$ cat src/rtl/core/ssp_ram.sv
// generic single-write, single-read ram with registered read data
// no dependencies
`default_nettype none
module ssp_ram #(
	parameter int Width = 16,
	parameter int Depth = 64
) (
	input  wire logic                     clk,
	input  wire logic                     we,
	input  wire logic [$clog2(Depth)-1:0] waddr,
	input  wire logic [Width-1:0]         wdata,
	input  wire logic [$clog2(Depth)-1:0] raddr,
	output logic      [Width-1:0]         rdata
);
	logic [Width-1:0] mem [Depth];

	always_ff @(posedge clk) begin
		if (we) begin
			mem[waddr] <= wdata;
		end
		rdata <= mem[raddr];
	end
endmodule
`default_nettype wire

$ cat config.mk
export PLATFORM = sky130hd
export DESIGN_NAME = ssp_ram
export DESIGN_NICKNAME = d
export VERILOG_FILES = /design/src/rtl/core/ssp_ram.sv
export SDC_FILE = /design/constraint.sdc
export NUM_CORES = 1
export LEC_CHECK = 0
export BUFFER_PORTS_ARGS = -buffer_cell sky130_fd_sc_hd__buf_2
export CAP_MARGIN = 20
export CORE_MARGIN = 5
export CORE_UTILIZATION = 30
export CTS_CLUSTER_DIAMETER = 50
export DETAILED_ROUTE_END_ITERATION = 16
export PLACE_DENSITY = 0.54
export SLEW_MARGIN = 20
export SYNTH_ARGS = -nofsm -noshare
export SYNTH_HDL_FRONTEND = slang
export SYNTH_SLANG_ARGS = --single-unit
$ cat constraint.sdc
create_clock -name clk -period 3.3 [get_ports clk]
set_clock_uncertainty 0.15 [all_clocks]
set_input_delay 0.99 -clock clk [delete_from_list [all_inputs] [get_ports clk]]
set_output_delay 0.99 -clock clk [all_outputs]
set_load 0.02 [all_outputs]
After elaboration in Yosys (flattened, before gate mapping)
Memories as Yosys holds them, arrays and structs flattened. A register that Yosys moved wholly into a read port is not among the register bits.
Cells that the tools add are included.
- muxes and demuxes: 2
- operators with widths (cell ; number):
    1-bit 2-to-1 mux ; 2
- output and inout port bits: 16
- bits in registers: 0
- logic and storage cells: 3
- RAM bits: 1024
- memories: 1
- input bits: 30
- memories (memory ; words ; bits a word ; rd ports ; clocked after Yosys merged registers in ; wr ports ; RTL line ; RTL):
    mem ; 64 ; 16 ; 1 ; 1 ; 1 ; 15 ; logic [Width-1:0] mem [Depth];

Longest topological paths before layout
Gate-level depths: netlist (run 1).
- depth in word-level cells: 2
- depth in mapped cells: 10
- gate-level depth less buffers: 5

Worst setup path after synthesis (run 1)
No wires, ideal clock.
- path type: input to register
- start point: in waddr[3]
- end point: mem mem[48][0], enable pin
- library setup time: 409 ps
- arrival: 2616 ps
- stages: 4
- path slack: 125 ps
- buffers on the path: 1
- required time: 2741 ps
- cells stage by stage: clkbuf_1 > nor2b_1 > nand4b_1 > nor3_1
- RTL lines (item ; RTL line ; RTL):
    from (decl) ; 10 ; input wire logic [$clog2(Depth)-1:0] waddr,
    to (decl) ; 15 ;
Straight into the memory's write port.

==> reports/summary.md, run 1 <==
The leftover overflow at the end of global routing was 0; the row count was 134. The number of global-route vias before repair is 20459, and the number of enable flip-flop cells after synthesis is 1024. The count of buffers added on input and output ports is 45. In the layout the commonest cells are 1024 x sky130_fd_sc_hd__edfxtp_1, 220 x sky130_fd_sc_hd__mux4_2, 195 x sky130_fd_sc_hd__buf_4.

The run gives 0.301 as the starting density of the core. The run gives 147 mm as the first-pass GRT wire length. In this run the post-CTS setup repair buffer count came out at 0. Setup violations remaining at the end of the flow were counted as 0.

The run gives 1.03 ns as the setup slack of the most critical reg-to-reg path. The ratio of cells with drive above 1 in the final layout came out at 0.318. The run gives 3 as the depth of the CTS H-tree. The post-synthesis xor/xnor area fraction was 0.

The vertical extent of the die is 375 µm. The tools report the combinational power share as 0.054. The tools report the combined global-route utilization of all metal layers as 0.143. The adder-cell share of the synthesized area is 0. Yosys mapped the design onto 43 distinct sky130hd cell types.

Clock latency on the worst-skew pair, taken at its later pin, is 0.69 ns. The internal power is 0.0227 W. STA classifies the critical path endpoint as a flip-flop. The post-cts sizing count came out at 0.

At the worst endpoint, the required time is 3.71 ns. For this run, the number of Yosys warnings is 0. After clock tree synthesis, the clock-pin slew on the worst setup and hold paths is 0.06 ns. Traced cell by cell, the critical path runs through buf_8 > buf_12 > mux4_2 > mux2i_1 > buf_4 > a22oi_1 > a31oi_1 > buf_4 > a311oi_1. The first routing iteration left 1863 violations. The cell chosen for the clock root is sky130_fd_sc_hd__clkbuf_16. Dividing the detail-routed via count by the number of cells gives 4.91.

Most common cell after layout, fill and taps aside: sky130_fd_sc_hd__edfxtp_1. The post-synthesis share of cell area spent on and, or, nand and nor gates was 0.0265; the power spent charging and discharging nets was 0.00610 W. The critical path in this run is classified as primary input to flip-flop.

After synthesis the cells add up to 40000 µm². The worst hold path cell count was 1. STA puts the critical path data arrival time at 3.14 ns.

The CTS sink count was 1040; the layout net count was 2150. In this run the most critical hold path is launched from wdata[1]. The net switching share of the total power was 0.212. IR analysis of the VDD net gives a maximum drop of 425 µV.

Worst flop-to-flop path startpoint: mem[5][3]. Hold timing on the final database bottoms out at a slack of 0.619 ns. Overall power consumption after layout is estimated at 0.0288 W. Before antenna repair, the detailed router went through 6 iterations. Setup slack closes at 0.568 ns.

Summed over all nets, the half-perimeter wirelength after detailed placement is 64.8 mm. Antenna violation net count after detailed routing: 0. In the final routed layout, each cell accounts on average for 25.5 µm. The run finished with clean final reports. The end of the worst hold path is mem[61][1]. The post-layout minimum cycle time came out at 2.73 ns. The width of the die works out to 375 µm.

The total of hold buffers inserted after clock tree synthesis was 0; the depth of the worst register-to-register path was 7. The largest family of logic cells by synthesized area was multiplexers. The headroom to the max-slew limit was 0.470.

No sink is reached through more buffers than the 3 on the longest clock path. For this block, the routed nets add up to 102 mm of wire. Post-synthesis mux area share: 0.155. The tools report the routability congestion estimate from global placement as 0.795.

The register bit count reported by yosys was 1040; the complex-gate fraction of the synthesized area was 0.0241. For the number of vias after detailed routing, the log shows 19604. The cell that appears most often on the critical path is sky130_fd_sc_hd__buf_4.

At the pin with the least slew margin, the transition time is 0.795 ns. Entering global routing, the biggest net connects 65 pins. The sequential cell fraction of total power is 0.509. The final clock period utilization by the worst path is 0.828, and the count of pins on the block boundary is 46. The stage delay of the slowest cell on the critical path was 0.57 ns; the overall die area was 141000 µm². TritonCTS built the clock tree. For this run, the leading register cell type out of synthesis is sky130_fd_sc_hd__edfxtp_1. In the synthesized netlist, the number of instances is 1829.

Based on the critical path, the design can be clocked at up to 366 MHz. The logs give 0 for the total count of hold-check failures in the final report and 133000 µm² for the core box area. The final max-slew violation count was 0; the worst slack at placement was -0.107 ns. Part of the Yosys area used for sequential elements: 0.776.

Setup repair after global routing left no endpoint under its margin. The reported leakage power was 15.3 nW; the number of maximum-capacitance violations was 0. The maximum fanout encountered on the critical timing path is 26.

Class of the tightest hold or removal check: primary input to flip-flop. STA classifies the critical path startpoint as a primary input. The critical register-to-register path endpoint was rdata[3]. In the routed design, unresolved DRC markers number 0. The number of clock buffers added by TritonCTS is 111. The largest individual stage delay along the critical path comes from the cell sky130_fd_sc_hd__mux4_2. The average size of a mapped cell works out to 21.9 µm². The tools report the net count after synthesis as 1859.

The area growth from synthesis to layout is 19.5%. The post-synthesis async set-or-reset flop share works out to 0. For this design the ratio of total power to cell area is 602 nW/µm².

The portion of total power attributed to the clock network was 0.436. The number of antenna violations at the first check in global routing came out at 22.
## metal layers
| layer | GRT usage | part of all wire | vias up |
|---|---|---|---|
| met2 | 0.222 | 0.46 | 653 |
| li1 | - | - | 8290 |
| met3 | 0.0391 | 0.081 | 152 |
| met1 | 0.197 | 0.43 | 10501 |
| met4 | 0.0400 | 0.025 | 8 |
| met5 | 0 | 0.00040 | - |
## kinds of logic after synthesis
kind of cell	count (synthesis)
flops	1040
simple gates	220
buf+inv	104
compound gates	129
mux	336
## critical path, delay by kind of cell
kind                   cells  cell delay, ns
multiplexers               2            0.96
buffers and inverters      4            0.77
AO/OA/AOI/OAI              3            0.35
## Yosys cell counts, types with 17 or more instances
| library cell | instances | area, µm² |
|---|---|---|
| sky130_fd_sc_hd__edfxtp_1 | 1024 | 30700 |
| sky130_fd_sc_hd__mux4_2 | 220 | 4950 |
| sky130_fd_sc_hd__mux2i_1 | 85 | 851 |
| sky130_fd_sc_hd__nor2_1 | 72 | 270 |
| sky130_fd_sc_hd__nand2_1 | 59 | 221 |
| sky130_fd_sc_hd__a22oi_1 | 39 | 293 |
| sky130_fd_sc_hd__buf_2 | 36 | 180 |
| sky130_fd_sc_hd__nor2b_1 | 30 | 188 |
| sky130_fd_sc_hd__mux2_2 | 27 | 304 |
| sky130_fd_sc_hd__clkbuf_1 | 24 | 90.1 |
| sky130_fd_sc_hd__nand3_1 | 24 | 120 |
| sky130_fd_sc_hd__a21oi_1 | 17 | 85.1 |
| sky130_fd_sc_hd__buf_6 | 17 | 191 |
## registers in the layout (all words and copies together) (netlist names)
name	cells
rdata	16
mem	1024
## per-stage QoR
stage / std cells / instance area (µm²) / utilization / setup TNS (ns)
finish: 3991 / 47800 / 0.359 / 0
global route: 3983 / 47800 / 0.359 / 0
CTS: 3982 / 47800 / 0.359 / 0
detailed placement: 3775 / 44100 / 0.331 / -0.215
global placement: 3775 / 44100 / 0.331 / -0.165
floorplan: 1829 / 40000 / - / 0
## area by class of cell
type,count,area (µm²)
Fill cell,12259,85300
Multi-Input combinational cell,685,8250
Timing Repair Buffer,282,2550
Sequential cell,1040,31100
Tap cell,1768,2210
Clock inverter,63,737
Clock buffer,144,2990
Antenna cell,9,22.5
## power by group through the flow
stage	clock network (W)	registers, W	logic, W
6_report	0.0126	0.0147	0.00156
5_1_grt	0.0134	0.0147	0.00167
4_1_cts	0.0128	0.0147	0.00159
3_5_place_dp	0	0.0150	0.00158
3_3_place_gp	0	0.0149	0.00156
2_1_floorplan	0	0.0150	0.000757
## how the worst max path moves through the flow
| stage | endpoint | startpoint |
|---|---|---|
| after floorplan | mem[48][0] | waddr[3] |
| after global placement | rdata[3] | raddr[0] |
| after detailed placement | rdata[3] | raddr[0] |
| after CTS | rdata[3] | raddr[0] |
| after global routing | rdata[3] | raddr[0] |
| final | rdata[3] | raddr[0] |
Note: power is estimated with default switching activity, not from simulation.
==> inputs of run 2 (changes only) <==
- ABC_AREA: not set -> 1
- clock period: 3.3 -> 2.3 ns (I/O delays scaled with it)
==> run 2 against run 1 <==
Synthesized cell count up 92%. Global-route usage grew 2.6 points. First-iteration DRC count increased by 47%. Core utilization is 1.3 points higher. Die area increased by 5.0%. Final area increased by 8.5%. Setup slack got worse by 0.51 ns. Hold slack worse by 0.25 ns. Combinational power grew 100%.
==> reports/summary.md, run 2 <==
The run finished with clean final reports. The logs give 0 (unchanged) for the antenna violation net count after detailed routing and 642 µV (+51%) for the maximum vdd ir drop. The post-synthesis async set-or-reset flop share is 0 (unchanged), and the first-pass GRT wire length is 186 mm (+26%). Count of pins on the block boundary: 46 (unchanged). In the layout the commonest cells are 1296 x sky130_fd_sc_hd__nand2_1, 1024 x sky130_fd_sc_hd__edfxtp_1, 871 x sky130_fd_sc_hd__nand3_1.

For the row count, the log shows 137 (+2.2%). The layer flagged by global routing as most heavily used is met2. The depth of the worst register-to-register path is 8 (+1).

The number of maximum-capacitance violations is 0 (unchanged), and the clock edge transition at the registers on the reported setup and hold paths is 0.06 ns (about the same). The number of vias after detailed routing came out at 28155 (+44%). The width of the die came out at 385 µm (+2.5%). TritonCTS built the clock tree. The number of remaining DRC errors was 0 (unchanged); the data arrival time of the critical path was 1.40 ns (-1.74 ns).

For the number of global-route vias before repair, the log shows 27516 (+34%). The class of the tightest hold or removal check is primary input to flip-flop. The kind of end point of the critical path is an output pin. The maximum clock rate is 447 MHz, and the layout net count is 3850 (+79%). The number of vias per cell was 4.85 (-1.2%). The logs give 0.69 ns (about the same) for the source-to-sink clock delay at the later pin of the worst-skew pair and 0.738 (-0.0379) for the part of the Yosys area used for sequential elements.

The total of buffers placed on input and output ports was 45 (unchanged); the routability congestion estimate from global placement was 0.860 (+8.1%). The area share of the leading cell type in the synthesized netlist was 0.730 (-0.0375). The run gives 65 (unchanged) as the maximum number of pins on one net before global-route repair.

The cell taking the most area after synthesis was sky130_fd_sc_hd__edfxtp_1. The reported leakage power is 18.8 nW (+23%), and the met1 usage is 0.238 (+0.0407). The top cell family by delay on the critical path was flip-flops. For the combined global-route utilization of all metal layers, the log shows 0.169 (+0.0264). The count of routing violations after the opening detailed-route iteration was 2740 (+47%).

The category of the most critical setup path was flip-flop to output pin. The area growth from synthesis to layout is 23.3%. The run gives 0.0276 (-0.0115) as the met3 track utilization from global routing.

The maximum fanout encountered on the critical timing path is 1 (-96%). The vertical extent of the die works out to 385 µm (+2.5%). The headroom to the max-slew limit is 0.351 (-0.119), and the maximum number of buffers from clock root to sink is 3 (unchanged). The critical register-to-register path endpoint is rdata[15].

The post-layout minimum cycle time was 2.24 ns; the final max-slew violation count was 0 (unchanged). Synthesized instance count: 3517 (+92%). The tools report the net count after synthesis as 3547 (+91%).

The worst setup path is launched from a flip-flop. The tree is rooted in a sky130_fd_sc_hd__clkbuf_16. The tools report the depth of the CTS H-tree as 3 (unchanged). For hold timing, the worst endpoint is mem[27][1].

The worst flop-to-flop path startpoint was mem[15][15]. The power density relative to cell area came out at 822 nW/µm² (+37%). By instance count, the leading cell after synthesis is sky130_fd_sc_hd__nand2_1. The starting density of the core is 0.302 (+0.000927). The leftover overflow at the end of global routing was 0 (unchanged); the post-CTS setup buffer count was 0 (unchanged).

The total count of hold-check failures in the final report was 0 (unchanged). The largest registers in the layout are mem: 1024 flops, rdata: 16 flops. Walking the worst path, the cells encountered are buf_2.

The worst hold path cell count is 2 (+1). Setup repair after global routing left no endpoint under its margin. The tools report the CTS sink count as 1040 (unchanged). For this run, the leading register cell type out of synthesis is sky130_fd_sc_hd__edfxtp_1. Slew at the pin closest to its max-slew limit: 0.973 ns (+0.178 ns). The ratio of cells with drive above 1 in the final layout works out to 0.160 (-0.159). The design area is 51900 µm² (+8.5%).

The total of hold buffers inserted after clock tree synthesis came out at 0 (unchanged). mem holds more flip-flops than any other register. The post-layout total power was 0.0427 W (+48%). Sorting the synthesized cells by area gives the leading types as sky130_fd_sc_hd__edfxtp_1 73%, sky130_fd_sc_hd__nand2_1 12%, sky130_fd_sc_hd__nand3_1 10%. The number of distinct library cells after synthesis is 16 (-63%), and the buffers plus inverters on the worst setup path is 1 (-3). On the critical path, the stage with the largest delay is an instance of sky130_fd_sc_hd__dfxtp_1. The most common cell after layout, fill and taps aside was sky130_fd_sc_hd__nand2_1. For the setup violation total in the final timing report, the log shows 0 (unchanged). The post-detailed-route wirelength per cell is 21.8 µm (-14%), and the setup slack of the most critical reg-to-reg path is 0.46 ns (-0.57 ns). The met2 routing resource usage after global routing is 0.272 (+0.0492). The number of antenna violations at the first check in global routing is 9 (-59%), and the stage delay of the slowest cell on the critical path is 0.48 ns (-0.09 ns). The overall die area was 148000 µm² (+5.0%). The logs give 1.46 ns (-2.25 ns) for the data required time of the worst path and 6 (unchanged) for the number of detailed-routing iterations run before antenna repair. For the number of buffers added by the clock tree synthesis step, the log shows 119 (+7.2%). The commonest cells after synthesis are 1296 x sky130_fd_sc_hd__nand2_1, 1024 x sky130_fd_sc_hd__edfxtp_1, 871 x sky130_fd_sc_hd__nand3_1, 113 x sky130_fd_sc_hd__buf_2, 56 x sky130_fd_sc_hd__nor2_1. The register bit count reported by yosys came out at 1040 (unchanged). The flip-flop count of the largest register, all copies and words added was 1024 (unchanged). The tools report the summed instance area of the synthesized netlist as 42100 µm² (+5.1%). The average size of a mapped cell is 12.0 µm² (-45%), and the final clock period utilization by the worst path is 0.973.

The tools report the HPWL after detailed placement as 76.6 mm (+18%). The number of enable flip-flop cells after synthesis was 1024 (unchanged); the sum of routed wire length over all layers was 126 mm (+24%). The logs give 48000 µm² (+9.0%) for the standard cell area after detailed placement and 140000 µm² (+4.8%) for the core box area.

The startpoint of the worst hold path was wdata[1]. The count of warnings emitted by yosys was 0 (unchanged).
## run 2: cell count changes after synthesis, sizes merged, moves of 30 or more
cell,change
mux2i,-85
buf,+122
mux4,-224
a22oi,-39
nor2b,-30
nand2,+1236
nand3,+847
## run 2: repair_timing
action                     4_1_cts  5_1_grt
pin swaps                        0        0
setup endpoints to repair        3        2
gates resized for setup          3        2
## run 2: routing by layer
metal / vias up / wire length (µm)
li1: 13051 / -
met1: 14006 / 56200
met4: 2 / 3380
met2: 893 / 58700
met3: 203 / 8150
met5: - / 13
## run 2: final cells by class
type,count,area [µm²]
tap,1876,2350
fill,13448,87600
sequential,1040,31100
inverter,12,90.1
timing repair buffer,407,4740
antenna,5,12.5
multi-input combinational,2240,9790
clock inverter,73,618
clock buffer,149,3240
## run 2: kinds of logic after synthesis
kind of cell	synth area share
and+or+nand+nor	0.227
DFF	0.738
buffers and inverters	0.0354
## run 2: metrics by stage
stage          TNS [ns]  std cells  utilization  setup WS [ns]  hold slack, ns
3_5_place_dp     -26.34       5575        0.344         -0.551           0.669
4_1_cts               0       5797        0.372        0.00430           0.352
2_1_floorplan   -214.33       3517            -         -0.541           0.572
5_1_grt               0       5797        0.372         0.0167           0.355
6_report              0       5802        0.372         0.0615           0.372
3_3_place_gp     -27.10       5575        0.344         -0.547           0.664
## run 2: how the worst max path moves through the flow
stage	from	endpoint	slack (ns)	depth (start not counted)
2_1_floorplan	we	mem[48][0]	-0.54	3
3_3_place_gp	raddr[0]	rdata[15]	-0.55	12
3_5_place_dp	raddr[0]	rdata[2]	-0.55	12
4_1_cts	rdata[0]	rdata[0]	0.004	1
5_1_grt	rdata[10]	rdata[10]	0.02	1
6_report	rdata[10]	rdata[10]	0.06	1
## run 2: report_power, final
part	internal [W]	total [W]	switching [W]
Clock	0.0108	0.0184	0.00765
Sequential	0.0210	0.0211	0.0000882
Combinational	0.00104	0.00318	0.00215
Total	0.0328	0.0427	0.00988
==> inputs of run 3 (changes only) <==
- CTS_BUF_LIST: not set -> sky130_fd_sc_hd__clkbuf_16
==> run 3 against run 2 <==
Sequential share of layout area increased by 0.055 points. Power decreased by 0.49%. Sequential power about the same. Maximum frequency decreased by 0.13%. Core utilization about the same. Clock power about the same. Die area unchanged.
==> reports/summary.md, run 3 (same netlist as run 2, synthesis figures left out) <==
The flow ran to the end, and the final reports show no timing, DRC or antenna violations. TritonCTS built the clock tree. The buffers plus inverters on the worst setup path works out to 1 (unchanged). The depth of the worst register-to-register path works out to 8 (unchanged). Number of cells on the critical path: 1 (unchanged). The logs give 126 mm (about the same) for the sum of routed wire length over all layers and 140000 µm² (unchanged) for the core box area. The run gives 1.46 ns (about the same) as the data required time of the worst path. The logs give 3850 (unchanged) for the layout net count and 6 (unchanged) for the number of detailed-routing iterations run before antenna repair. The setup slack of the most critical reg-to-reg path was 0.45 ns (about the same); the final-layout fill cell count was 13453 (+0.037%). The capture point of the critical path is rdata[10].

The tools report the storage element area as 31100 µm² (unchanged). Leaving out fill and tap cells, the most frequent cells in the layout are 1296 x sky130_fd_sc_hd__nand2_1, 1024 x sky130_fd_sc_hd__edfxtp_1, 871 x sky130_fd_sc_hd__nand3_1. The tools report the first-pass GRT wire length as 186 mm (about the same).

The logs give 2684 (-2.0%) for the count of routing violations after the opening detailed-route iteration and 0.349 (-0.00152) for the headroom to the max-slew limit. The clock edge transition at the registers on the reported setup and hold paths works out to 0.06 ns (about the same). Final clock period utilization by the worst path: 0.975 (+0.00126). The power spent charging and discharging nets is 0.00990 W (+0.18%).

Power density relative to cell area: 819 nW/µm² (-0.40%). The worst setup path is launched from a flip-flop. The count of pins on the block boundary was 46 (unchanged). The number of global-route vias before repair is 27516 (unchanged). For the maximum vdd ir drop, the log shows 642 µV (about the same).

The sequential cell fraction of total power is 0.496 (+0.002), and the stage delay of the slowest cell on the critical path is 0.48 ns (about the same). The number of buffers added by the clock tree synthesis step was 119 (unchanged). The net switching share of the total power works out to 0.233 (+0.00158).

The number of maximum-capacitance violations is 0 (unchanged). The launch point of the worst path was rdata[10]. Among all stages on the critical path, the largest delay is contributed by sky130_fd_sc_hd__dfxtp_1. The internal power was 0.0326 W (-0.70%); the ratio of cells with drive above 1 in the final layout was 0.159 (-0.00102). More flip-flops sit in one register than any other, and that register is mem.

The final max-slew violation count came out at 0 (unchanged). Setup repair after global routing left no endpoint under its margin. The tools report the combined global-route utilization of all metal layers as 0.169 (about the same). The vertical extent of the die was 385 µm (unchanged).

In this run the critical register-to-register path is launched from mem[15][15]. The number of vias per cell was 4.85 (about the same). The tools report the antenna violation net count after detailed routing as 0 (unchanged). The endpoint identified for the worst register-to-register timing path is rdata[15]. The summed negative setup slack over all endpoints is 0 ns (unchanged).

The total count of hold-check failures in the final report is 0 (unchanged). The logs give 0.860 (unchanged) for the routability congestion estimate from global placement and 3 (unchanged) for the depth of the CTS H-tree. The source-to-sink clock delay at the later pin of the worst-skew pair is 0.70 ns (about the same), and the maximum fanout encountered on the critical timing path is 1 (unchanged). Grouping stages by cell kind, the critical path spends the most delay in flip-flops. The slew at the pin closest to its max-slew limit came out at 0.975 ns (+0.00229 ns). The tools report the cell chosen for the clock root as sky130_fd_sc_hd__clkbuf_16. The flip-flop count of the largest register, all copies and words added is 1024 (unchanged).

The standard cell area after detailed placement was 48000 µm² (unchanged); the maximum number of buffers from clock root to sink was 3 (unchanged). The maximum clock rate is 446 MHz (-0.13%), and the width of the die is 385 µm (unchanged). For the total of hold buffers inserted after clock tree synthesis, the log shows 0 (unchanged).

The tools report the reported leakage power as 18.8 nW (+0.34%). The class of the tightest hold or removal check was primary input to flip-flop. The logs give 28152 (-0.011%) for the number of vias after detailed routing and 9790 µm² (unchanged) for the area occupied by multi-input gates. The maximum number of pins on one net before global-route repair is 65 (unchanged).

The layout-stage area growth over the synthesis result came out at 23.2% (about the same). The worst setup path is captured at an output pin. The run gives 0 (unchanged) as the leftover overflow at the end of global routing. Leaving out fill and tap cells, the most frequent cell in the layout is sky130_fd_sc_hd__nand2_1. The tools report the setup violation total in the final timing report as 0 (unchanged). The post-layout minimum cycle time is 2.24 ns (+0.00289 ns), and the number of remaining DRC errors is 0 (unchanged).

Number of antenna violations at the first check in global routing: 9 (unchanged). The worst setup path is of the flip-flop to output pin kind. The design area was 51900 µm² (about the same). For the data arrival time of the critical path, the log shows 1.40 ns (about the same). The combinational power share was 0.075 (about the same); the total of buffers placed on input and output ports was 45 (unchanged).

The row count is 137 (unchanged). The post-detailed-route wirelength per cell was 21.8 µm (+0.12%). The CTS sink count came out at 1040 (unchanged). The largest registers in the layout are mem: 1024 flops, rdata: 16 flops. Overall die area: 148000 µm² (unchanged).

The portion of total power attributed to the clock network was 0.429 (-0.003); the starting density of the core was 0.302 (unchanged). The HPWL after detailed placement is 76.6 mm (unchanged). Traced cell by cell, the critical path runs through buf_2.
-- run 3: changes by cell type in the layout (fill, tap and decap cells not counted) --
cell / delta
sky130_fd_sc_hd__clkbuf_1: -21
sky130_fd_sc_hd__clkinv_1: +4
sky130_fd_sc_hd__diode_2: -3
sky130_fd_sc_hd__clkbuf_8: -4
sky130_fd_sc_hd__inv_1: +21
-- run 3: timing repair --
item	4_1_cts	5_1_grt
setup endpoints to repair	3	2
resized for setup	3	2
hold endpoints to repair	0	0
setup buffers	0	0
-- run 3: how the worst min path moves through the flow --
stage	from	to	slack (ns)	cells after the start
2_1_floorplan	mem[44][0]	rdata[0]	0.57	8
5_1_grt	wdata[1]	mem[26][1]	0.36	2
6_report	wdata[13]	mem[9][13]	0.37	2
3_3_place_gp	mem[60][6]	rdata[6]	0.66	8
3_5_place_dp	mem[60][6]	rdata[6]	0.67	8
4_1_cts	wdata[9]	mem[8][9]	0.35	2
-- run 3: stage by stage --
stage               power (W)  setup WS (ns)  hold slack, ns  std cells  utilization
floorplan              0.0229         -0.541           0.572       3517            -
global placement       0.0246         -0.547           0.664       5575        0.344
detailed placement     0.0246         -0.551           0.669       5575        0.344
CTS                    0.0428        0.00430           0.352       5797        0.372
global route           0.0438         0.0167           0.355       5797        0.372
finish                 0.0425         0.0586           0.366       5799        0.372
-- run 3: cell type report --
type                       count  area share
inverter                      12     0.00174
clock buffer                 124      0.0598
timing repair buffer         407      0.0914
antenna                        2   0.0000965
multi-input combinational   2240       0.189
tap                         1876      0.0453
clock inverter                98      0.0137
sequential                  1040       0.599
-- run 3: worst reg2reg max path, delay by kind of cell (launching register included) --
family / cells / cell delay, ns
DFF: 1 / 0.35
and+or+nand+nor: 8 / 1.24
-- run 3: routing by layer --
layer	GRT usage	vias to the layer above	part of all wire
met4	0.0472	2	0.028
met2	0.271	913	0.47
li1	-	13053	-
met5	0	-	0.00010
met1	0.238	13973	0.44
met3	0.0276	211	0.063
-- run 3: power by group through the flow --
stage | Combinational (W) | Sequential [W] | Clock (W)
floorplan | 0.00144 | 0.0215 | 0
global placement | 0.00318 | 0.0215 | 0
detailed placement | 0.00319 | 0.0215 | 0
CTS | 0.00320 | 0.0211 | 0.0185
global route | 0.00344 | 0.0211 | 0.0193
finish | 0.00318 | 0.0211 | 0.0182
